## config.mk

```make
export PLATFORM = sky130hd
export DESIGN_NAME = windowed_fan_speed_power_throttle_top
export DESIGN_NICKNAME = d
export VERILOG_FILES = /design/src/rtl/core/wfspt_pkg.sv /design/src/rtl/core/windowed_fan_speed_power_throttle_top.sv
export SDC_FILE = /design/constraint.sdc
export NUM_CORES = 1
export LEC_CHECK = 0
export BUFFER_PORTS_ARGS = -buffer_cell sky130_fd_sc_hd__buf_2
export CORE_ASPECT_RATIO = 1.75
export CORE_MARGIN = 4
export CORE_UTILIZATION = 40
export DETAILED_ROUTE_END_ITERATION = 10
export MAX_ROUTING_LAYER = met4
export SLEW_MARGIN = 30
export SYNTH_ARGS = -nofsm -noshare
export SYNTH_HDL_FRONTEND = slang
export SYNTH_SLANG_ARGS = --single-unit
```

## constraint.sdc

```tcl
create_clock -name i_clk -period 11.1 [get_ports i_clk]
set_input_delay 0.555 -clock i_clk [delete_from_list [all_inputs] [get_ports i_clk]]
set_output_delay 0.555 -clock i_clk [all_outputs]
set_load 0.02 [all_outputs]
```

## src/rtl/core/wfspt_pkg.sv

```systemverilog
// ----------------------------------------------------------------------------
// wfspt_pkg
// Shared types and constants of the windowed fan-speed power throttle.
// ----------------------------------------------------------------------------
package wfspt_pkg;

    // Field widths of the transfer payloads and registers.
    localparam int FAN_W    = 7;
    localparam int TEMP_W   = 7;
    localparam int RPS_W    = 5;
    localparam int BUMP_W   = 21;

    // Window bookkeeping.
    localparam int WINDOW_MAX = 64;
    localparam int WLEN_W     = 7;
    localparam int POS_W      = 6;
    localparam int SUM_W      = 13;
    localparam int DIV_W      = 6;

    // Dividend of the window average: 192 times the earlier sum.
    localparam int DVD_W = 21;

    // Width of the shared adder and of the working registers.
    localparam int ALU_W = 28;

    // Configuration port.
    localparam int PADDR_W = 4;
    localparam int PDATA_W = 32;

    localparam logic [1:0] REG_MAX_FAN  = 2'd0;
    localparam logic [1:0] REG_MAX_TEMP = 2'd1;
    localparam logic [1:0] REG_RPS      = 2'd2;

    localparam logic [FAN_W-1:0]  MAX_FAN_RST  = 7'd80;
    localparam logic [TEMP_W-1:0] MAX_TEMP_RST = 7'd85;
    localparam logic [RPS_W-1:0]  RPS_RST      = 5'd1;

    localparam logic [BUMP_W-1:0] BUMP_UNITY = 21'd256;
    localparam logic [BUMP_W-1:0] BUMP_SAT   = 21'h1F_FFFF;

    typedef enum logic [1:0] {
        ACT_HOLD = 2'd0,
        ACT_INC  = 2'd1,
        ACT_DEC  = 2'd2
    } t_power_action;

    typedef struct packed {
        logic [FAN_W-1:0]  fan_pct;
        logic [TEMP_W-1:0] gpu_temperature;
    } t_in_data;

    typedef struct packed {
        t_power_action     power_action;
        logic              bump_valid;
        logic [BUMP_W-1:0] bump_q8;
    } t_out_data;

endpackage

```

## src/rtl/core/windowed_fan_speed_power_throttle_top.sv

```systemverilog
// ----------------------------------------------------------------------------
// windowed_fan_speed_power_throttle_top
// Groups fan-speed reports into windows and, at the end of each window,
// chooses a power action and a Q8 bump factor with one shared adder.
// ----------------------------------------------------------------------------
//
//  Channel  | Direction | Handshake                   | Payload
//  ---------+-----------+-----------------------------+-------------------------
//  in       | input     | i_in_valid / o_in_stall     | i_in_data  (t_in_data)
//  out      | output    | o_out_valid / i_out_stall   | o_out_data (t_out_data)
//  config   | input     | psel, penable, pwrite/pready| paddr, pwdata, prdata
//
// A report inside a window is taken and its hold result is in the output
// register in the cycle after. A report that closes a window goes through
// these steps: it is taken, the sum is scaled, the restoring divider runs 21
// steps, three steps form the average and the decision, and the result is
// delivered; when the bump follows from the average, seven shift-and-add steps
// of the multiply by the window length come before delivery, and a negative
// average is first negated in a step of its own. All of these steps share one
// adder.
// Reset is synchronous and active low; it clears the sequencer, the window
// state and the output valid, and returns the registers to their defaults.
// The block takes no report while it works on a window end, nor while the
// output register holds a result that the far side is stalling.
//
module windowed_fan_speed_power_throttle_top (
    input  logic                               i_clk,
    input  logic                               i_rst_n,

    input  logic                               i_in_valid,
    output logic                               o_in_stall,
    input  wfspt_pkg::t_in_data                i_in_data,

    output logic                               o_out_valid,
    input  logic                               i_out_stall,
    output wfspt_pkg::t_out_data               o_out_data,

    input  logic                               psel,
    input  logic                               penable,
    input  logic                               pwrite,
    input  logic [wfspt_pkg::PADDR_W-1:0]      paddr,
    input  logic [wfspt_pkg::PDATA_W-1:0]      pwdata,
    output logic [wfspt_pkg::PDATA_W-1:0]      prdata,
    output logic                               pready
);
    import wfspt_pkg::*;

    // One-hot sequencer states.
    typedef enum logic [8:0] {
        S_IDLE  = 9'b000000001,
        S_SCALE = 9'b000000010,
        S_DIV   = 9'b000000100,
        S_ACC   = 9'b000001000,
        S_AVG   = 9'b000010000,
        S_SEL   = 9'b000100000,
        S_NEG   = 9'b001000000,
        S_MUL   = 9'b010000000,
        S_DONE  = 9'b100000000
    } t_state;

    // ------------------------------------------------------------------
    // Configuration registers and the APB-style port.
    // ------------------------------------------------------------------
    logic [FAN_W-1:0]  r_max_fan;
    logic [TEMP_W-1:0] r_max_temp;
    logic [RPS_W-1:0]  r_rps;
    logic              cfg_write;
    logic [1:0]        cfg_index;

    assign pready    = 1'b1;
    assign cfg_write = psel && penable && pwrite && pready;
    assign cfg_index = paddr[3:2];

    always_ff @(posedge i_clk) begin
        if (!i_rst_n) begin
            r_max_fan  <= MAX_FAN_RST;
            r_max_temp <= MAX_TEMP_RST;
            r_rps      <= RPS_RST;
        end else if (cfg_write) begin
            // A write to an address past the last register is dropped.
            if (cfg_index == REG_MAX_FAN) begin
                r_max_fan <= pwdata[FAN_W-1:0];
            end
            if (cfg_index == REG_MAX_TEMP) begin
                r_max_temp <= pwdata[TEMP_W-1:0];
            end
            if (cfg_index == REG_RPS) begin
                r_rps <= pwdata[RPS_W-1:0];
            end
        end
    end

    always_comb begin
        prdata = '0;
        if (cfg_index == REG_MAX_FAN) begin
            prdata = PDATA_W'(r_max_fan);
        end else if (cfg_index == REG_MAX_TEMP) begin
            prdata = PDATA_W'(r_max_temp);
        end else if (cfg_index == REG_RPS) begin
            prdata = PDATA_W'(r_rps);
        end
    end

    // ------------------------------------------------------------------
    // Window length. A rate of zero counts as one, and the length is
    // clamped to the largest window the position counter can follow.
    // ------------------------------------------------------------------
    logic [RPS_W-1:0]  rps_eff;
    logic [WLEN_W-1:0] wlen;
    logic [DIV_W-1:0]  divisor;

    assign rps_eff = (r_rps == '0) ? RPS_W'(1) : r_rps;
    assign wlen    = (rps_eff >= RPS_W'(WINDOW_MAX / 4)) ? WLEN_W'(WINDOW_MAX)
                                                        : {rps_eff[3:0], 2'b00};
    assign divisor = DIV_W'(wlen - WLEN_W'(1));

    // ------------------------------------------------------------------
    // Sequencer and working registers.
    // ------------------------------------------------------------------
    t_state                   r_state;
    logic [POS_W-1:0]         r_pos;
    logic [SUM_W-1:0]         r_sum;
    logic [FAN_W-1:0]         r_fan;
    logic                     r_hot;
    logic [DVD_W-1:0]         r_quo;
    logic [DIV_W-1:0]         r_rem;
    logic [4:0]               r_cnt;
    logic signed [ALU_W-1:0]  r_acc;
    logic [ALU_W-1:0]         r_prod;
    t_power_action            r_act;
    logic                     r_out_valid;
    t_out_data                r_out_data;

    logic                     out_free;
    logic                     in_accept;
    logic                     window_end;
    logic                     out_load;
    logic [WLEN_W-1:0]        pos_next;

    assign out_free   = !r_out_valid || !i_out_stall;
    assign o_in_stall = !((r_state == S_IDLE) && out_free);
    assign in_accept  = i_in_valid && !o_in_stall;
    assign pos_next   = WLEN_W'(r_pos) + WLEN_W'(1);
    assign window_end = !(pos_next < wlen);

    // A new result enters the output register for an inner report at once,
    // and for a window end once the sequencer has finished.
    assign out_load   = (in_accept && !window_end) || ((r_state == S_DONE) && out_free);

    // ------------------------------------------------------------------
    // The shared adder. Every step that adds to or subtracts from the fan data
    // goes through it; the sequencer state picks the operands and whether to subtract.
    // ------------------------------------------------------------------
    logic signed [ALU_W-1:0] alu_a;
    logic signed [ALU_W-1:0] alu_b;
    logic                    alu_sub;
    logic signed [ALU_W-1:0] alu_res;

    always_comb begin
        alu_a   = '0;
        alu_b   = '0;
        alu_sub = 1'b0;
        unique case (r_state)
            S_IDLE: begin
                // Running sum of the fan speeds of the window.
                alu_a = ALU_W'(r_sum);
                alu_b = ALU_W'(i_in_data.fan_pct);
            end
            S_SCALE: begin
                // 192 * sum as 128 * sum + 64 * sum.
                alu_a = ALU_W'({r_sum, 7'b0});
                alu_b = ALU_W'({r_sum, 6'b0});
            end
            S_DIV: begin
                // Trial subtraction of one restoring-division step.
                alu_a   = ALU_W'({r_rem, r_quo[DVD_W-1]});
                alu_b   = ALU_W'(divisor);
                alu_sub = 1'b1;
            end
            S_ACC: begin
                alu_a = ALU_W'(r_quo);
                alu_b = ALU_W'({r_fan, 6'b0});
            end
            S_AVG: begin
                alu_a   = ALU_W'({r_max_fan, 8'b0});
                alu_b   = r_acc;
                alu_sub = 1'b1;
            end
            S_NEG: begin
                alu_b   = r_acc;
                alu_sub = 1'b1;
            end
            S_MUL: begin
                // Partial product of the magnitude and one bit of the length.
                alu_a = ALU_W'(r_prod);
                alu_b = r_acc <<< r_cnt[2:0];
            end
            S_SEL, S_DONE: begin
                alu_a = '0;
            end
            default: begin
                alu_a = '0;
            end
        endcase
        alu_res = alu_a + (alu_sub ? ~alu_b : alu_b) + ALU_W'(alu_sub);
    end

    // Final bump: halve on an increase, then saturate to the field width.
    logic [ALU_W-1:0]  bump_raw;
    logic [BUMP_W-1:0] bump_final;

    assign bump_raw   = (r_act == ACT_INC) ? (r_prod >> 1) : r_prod;
    assign bump_final = (|bump_raw[ALU_W-1:BUMP_W]) ? BUMP_SAT : bump_raw[BUMP_W-1:0];

    always_ff @(posedge i_clk) begin
        if (!i_rst_n) begin
            r_state     <= S_IDLE;
            r_pos       <= '0;
            r_sum       <= '0;
            r_cnt       <= '0;
            r_out_valid <= 1'b0;
        end else begin
            // The output register empties when its transfer completes and is
            // refilled whenever a new result is ready.
            if (out_load) begin
                r_out_valid <= 1'b1;
            end else if (!i_out_stall) begin
                r_out_valid <= 1'b0;
            end
            unique case (r_state)
                S_IDLE: begin
                    if (in_accept) begin
                        if (window_end) begin
                            r_pos   <= '0;
                            r_fan   <= i_in_data.fan_pct;
                            r_hot   <= (i_in_data.gpu_temperature >= r_max_temp);
                            r_state <= S_SCALE;
                        end else begin
                            r_pos       <= r_pos + POS_W'(1);
                            r_sum       <= alu_res[SUM_W-1:0];
                            r_out_data  <= '{power_action: ACT_HOLD,
                                             bump_valid:   1'b0,
                                             bump_q8:      '0};
                        end
                    end
                end
                S_SCALE: begin
                    r_quo   <= alu_res[DVD_W-1:0];
                    r_rem   <= '0;
                    r_sum   <= '0;
                    r_cnt   <= '0;
                    r_state <= S_DIV;
                end
                S_DIV: begin
                    // A non-negative trial result means the divisor fits.
                    if (!alu_res[ALU_W-1]) begin
                        r_rem <= alu_res[DIV_W-1:0];
                    end else begin
                        r_rem <= {r_rem[DIV_W-2:0], r_quo[DVD_W-1]};
                    end
                    r_quo <= {r_quo[DVD_W-2:0], !alu_res[ALU_W-1]};
                    r_cnt <= r_cnt + 5'd1;
                    if (r_cnt == 5'(DVD_W - 1)) begin
                        r_state <= S_ACC;
                    end
                end
                S_ACC: begin
                    r_acc   <= alu_res;
                    r_state <= S_AVG;
                end
                S_AVG: begin
                    r_acc   <= alu_res;
                    r_state <= S_SEL;
                end
                S_SEL: begin
                    r_cnt  <= '0;
                    priority if (r_hot) begin
                        r_act   <= ACT_DEC;
                        r_prod  <= ALU_W'(BUMP_UNITY);
                        r_state <= S_DONE;
                    end else if (r_acc <= -ALU_W'(128)) begin
                        r_act   <= ACT_DEC;
                        r_prod  <= '0;
                        r_state <= S_NEG;
                    end else if (r_acc >= ALU_W'(128)) begin
                        r_act   <= ACT_INC;
                        r_prod  <= '0;
                        r_state <= S_MUL;
                    end else begin
                        r_act   <= ACT_HOLD;
                        r_prod  <= ALU_W'(BUMP_UNITY);
                        r_state <= S_DONE;
                    end
                end
                S_NEG: begin
                    r_acc   <= alu_res;
                    r_state <= S_MUL;
                end
                S_MUL: begin
                    if (wlen[r_cnt[2:0]]) begin
                        r_prod <= alu_res;
                    end
                    r_cnt <= r_cnt + 5'd1;
                    if (r_cnt == 5'(WLEN_W - 1)) begin
                        r_state <= S_DONE;
                    end
                end
                S_DONE: begin
                    if (out_free) begin
                        r_out_data  <= '{power_action: r_act,
                                         bump_valid:   1'b1,
                                         bump_q8:      bump_final};
                        r_state     <= S_IDLE;
                    end
                end
                default: begin
                    r_state <= S_IDLE;
                end
            endcase
        end
    end

    assign o_out_valid = r_out_valid;
    assign o_out_data  = r_out_data;

`ifndef SYNTHESIS
    // A report inside a window yields a hold result with no bump next cycle.
    a_inner_result: assert property (@(posedge i_clk) disable iff (!i_rst_n)
        (in_accept && !window_end) |=>
            (o_out_valid && !o_out_data.bump_valid
             && o_out_data.power_action == ACT_HOLD))
        else $error("inner report did not give a plain hold result");

    // A report that closes a window starts the sequencer and restarts the window.
    a_window_start: assert property (@(posedge i_clk) disable iff (!i_rst_n)
        (in_accept && window_end) |=> (r_state == S_SCALE && r_pos == '0))
        else $error("window end did not start the sequencer");

    // The divider remainder always stays below the divisor.
    a_rem_bound: assert property (@(posedge i_clk) disable iff (!i_rst_n)
        (r_state == S_DIV) |-> (r_rem < divisor))
        else $error("divider remainder out of range");

    // A window-end hold always carries a unity bump.
    a_hold_unity: assert property (@(posedge i_clk) disable iff (!i_rst_n)
        (o_out_valid && o_out_data.bump_valid
         && o_out_data.power_action == ACT_HOLD) |-> (o_out_data.bump_q8 == BUMP_UNITY))
        else $error("hold result without unity bump");
`endif

endmodule
```

==> out/qor.csv <==
metric;value;unit
worstPathRequired;11.31;ns
p_leak;4.978;nW
min_path_type;in -> reg;
ys_async_sr_fraction;0;%
r2r_setup_slack;5.57;ns
endpoint_kind;flip-flop;
vias_per_cell;5.948;
synth-seq-cells;170;
seqPwrFrac;40.0;%
grtUsageTotal;24.95;%
dp_slack;5.386;ns
synthCells;1165;
htreeDepth;4;
p_per_area;157.2;nW/um^2
core_area;27230;um^2
cts_tree;done;
ys_top_cells_by_area;edfxtp_1, dfxtp_1, nand2_1;
synth_seq_area_share;41.52;%
finalHoldViolCount;0;
ios;116;
die_w;133.5;um
clock-sinks;170;
gp_congestion;1.008;
wl_met2;19.57;mm
grt_pass1_wl;54.79;mm
grt_max_degree;53;
grt_setup_unrepaired;no;
worst_pin_slew;0.9151;ns
portBuffers;62;
synth_edf_count;117;
final_cells;1575;
drive_gt1_share;13.36;%
wl_met3;1.679;mm
antenna_found_initial;1;
met1Wirelength;12.18;mm
grt_overflow;0;
worst_slack;5.566;ns
placed_cells;1542;
synth_top_cell_by_area;edfxtp_1;
synth-main-ff-cell;edfxtp_1;
start_kind;flip-flop;
p_sw_share;33.94;%
numCtsBuffers;17;
wire_per_inst;23.30;um
pwr-share-clk;33.4;%
clk_pin_slew;0.07;ns
routed_wl;36.70;mm
drcViolationCount;0;
highest-signal-layer;met4;
post-cts-setup-buffers;0;
irDropWorstVdd;0.0001130;V
p_sw;0.0006535;W
syn_area;11020;um^2
cts_hold_buf;0;
areaGrowthSynthToFinish;11.18;%
period_needed;5.534;ns
rows;80;
dp_hpwl;28.05;mm
ys_warn_count;0;
avgSynthCellArea;9.456;um^2
clk_latency;0.46;ns
fin_nets;1292;
antenna_left;0;
die_y;227.5;um
die_area;30370;um^2
critPathKind;reg -> reg;
cts_resized;0;
clk_path_buf_depth;2;
outcome;complete, no violations;
drt_iter0_markers;926;
maxCapViolations;0;
initial_utilization;40.46;%
root_buffer;clkbuf_16;
period_share;49.86;%
yosysUniqueCellTypes;74;
drtPass1Iterations;7;
p_int;0.001272;W
yosysTopAreaCellShare;31.89;%
grt_pass1_vias;9263;
fmaxAchievable;180.7;MHz
critPathMaxFanout;35;
clock_skew;0.01311;ns
slew_headroom;38.35;%
tns;0;ns
critical_path_arrival;5.74;ns
power_frac_comb;26.6;%
vias;9368;
p_total;0.001926;W
final_max_slew_viol_count;0;
setup_viol;0;
[worst max-delay path, cell delays in order (launching register included)]
cell	delay [ns]
dfxtp_1	0.40
or4_4	0.60
nor2_1	0.36
nand3_1	0.13
buf_4	0.31
nor2_1	0.22
a221o_1	0.28
inv_1	0.09
fa_1	0.43
nor2b_1	0.21
o2111ai_1	0.15
a21boi_0	0.33
a221oi_1	0.20
o41ai_2	0.61
a221oi_1	0.34
o21ai_0	0.33
xor2_1	0.12
and2_1	0.17
[final cells by class]
| class | count | area, um^2 |
|---|---|---|
| Antenna cell | 1 | 2.502 |
| Sequential cell | 170 | 4574 |
| Fill cell | 2703 | 14980 |
| Inverter | 39 | 146.4 |
| Timing Repair Buffer | 83 | 467.9 |
| Multi-Input combinational cell | 881 | 5957 |
| Clock buffer | 25 | 539.3 |
| Tap cell | 369 | 461.7 |
| Clock inverter | 7 | 98.84 |
[logic make-up (layout without fill, tap and decap cells)]
| logic type | count (synthesis) | count (layout) | share of synthesized area, % |
|---|---|---|---|
| buffers and inverters | 138 | 154 | 5.622 |
| AND/OR/NAND/NOR | 415 | 415 | 17.84 |
| AO/OA/AOI/OAI | 274 | 274 | 17.20 |
| other | 2 | 27 | 0.06817 |
| adder cells (fa/ha/maj) | 43 | 43 | 4.952 |
| multiplexers | 91 | 91 | 10.26 |
| XOR/XNOR | 32 | 32 | 2.544 |
| flip-flops | 170 | 170 | 41.52 |
[final timing paths]
| path | startpoint | to | depth (start not counted) |
|---|---|---|---|
| setup reg to reg | r_state[2] | r_prod[26] | 17 |
| setup / recovery | r_state[2] | r_prod[26] | 17 |
| hold reg to reg | r_sum[7] | r_sum[7] | 2 |
| hold / removal | i_in_data[12] | r_fan[5] | 1 |
[cell usage in the layout (no fill, tap or decap), types with 12 or more instances in the layout]
cell	instances
inv_1	39
a21oi_1	64
nor2_1	89
a221oi_1	12
xor2_1	15
nand3_1	30
nor3_1	16
o21ai_0	39
mux2_2	14
a211oi_1	12
o221ai_1	12
ha_1	42
a222oi_1	16
a21o_1	17
clkbuf_16	20
and2_1	22
nand2_1	166
mux4_2	16
nand4_1	17
conb_1	26
mux2i_1	60
xnor2_1	17
a31oi_1	28
dfxtp_1	53
buf_2	62
nor2b_1	14
a22oi_1	19
buf_4	21
edfxtp_1	117
[routing by layer]
metal  track usage (%)  up-vias
met5                 -        -
met4             20.96        0
li1                  -     4345
met1             23.19     4516
met3             3.804      129
met2             44.67      378
[cell usage after synthesis, types with 17 or more instances]
cell	count
nand2_1	166
edfxtp_1	117
nor2_1	90
a21oi_1	66
clkbuf_1	64
mux2i_1	60
dfxtp_1	53
ha_1	42
inv_1	39
o21ai_0	39
nand3_1	30
a31oi_1	28
buf_4	26
and2_1	22
a22oi_1	19
a21o_1	17
nand4_1	17
xnor2_1	17
[power by group through the flow]
stage,clock (W),combinational (W),sequential (W)
6_report,0.000643,0.000512,0.000771
3_3_place_gp,0,0.000497,0.000782
3_5_place_dp,0,0.000499,0.000784
4_1_cts,0.000653,0.000503,0.000769
2_1_floorplan,0,0.000305,0.000791
5_1_grt,0.000675,0.000544,0.000772
[sequential cells by signal, summed over array words and instances, names as in the netlist]
signal and flops:
r_hot 1, r_max_temp 7, r_prod 28, r_pos 6, r_rps 5, r_quo 21
r_max_fan 7, r_rem 6, r_state 9, r_fan 7, r_act 2, r_acc 28
o_out_data 24, o_out_valid 1, r_cnt 5, r_sum 13
[through the flow]
step	area, um^2	util (%)	hold WS, ns
floorplan	11110	-	0.4590
global placement	11580	42.55	0.4865
detailed placement	11590	42.59	0.5022
CTS	12230	44.93	0.2993
global route	12250	44.99	0.3104
finish	12250	44.99	0.3308
Note: power is estimated with default switching activity, not from simulation.
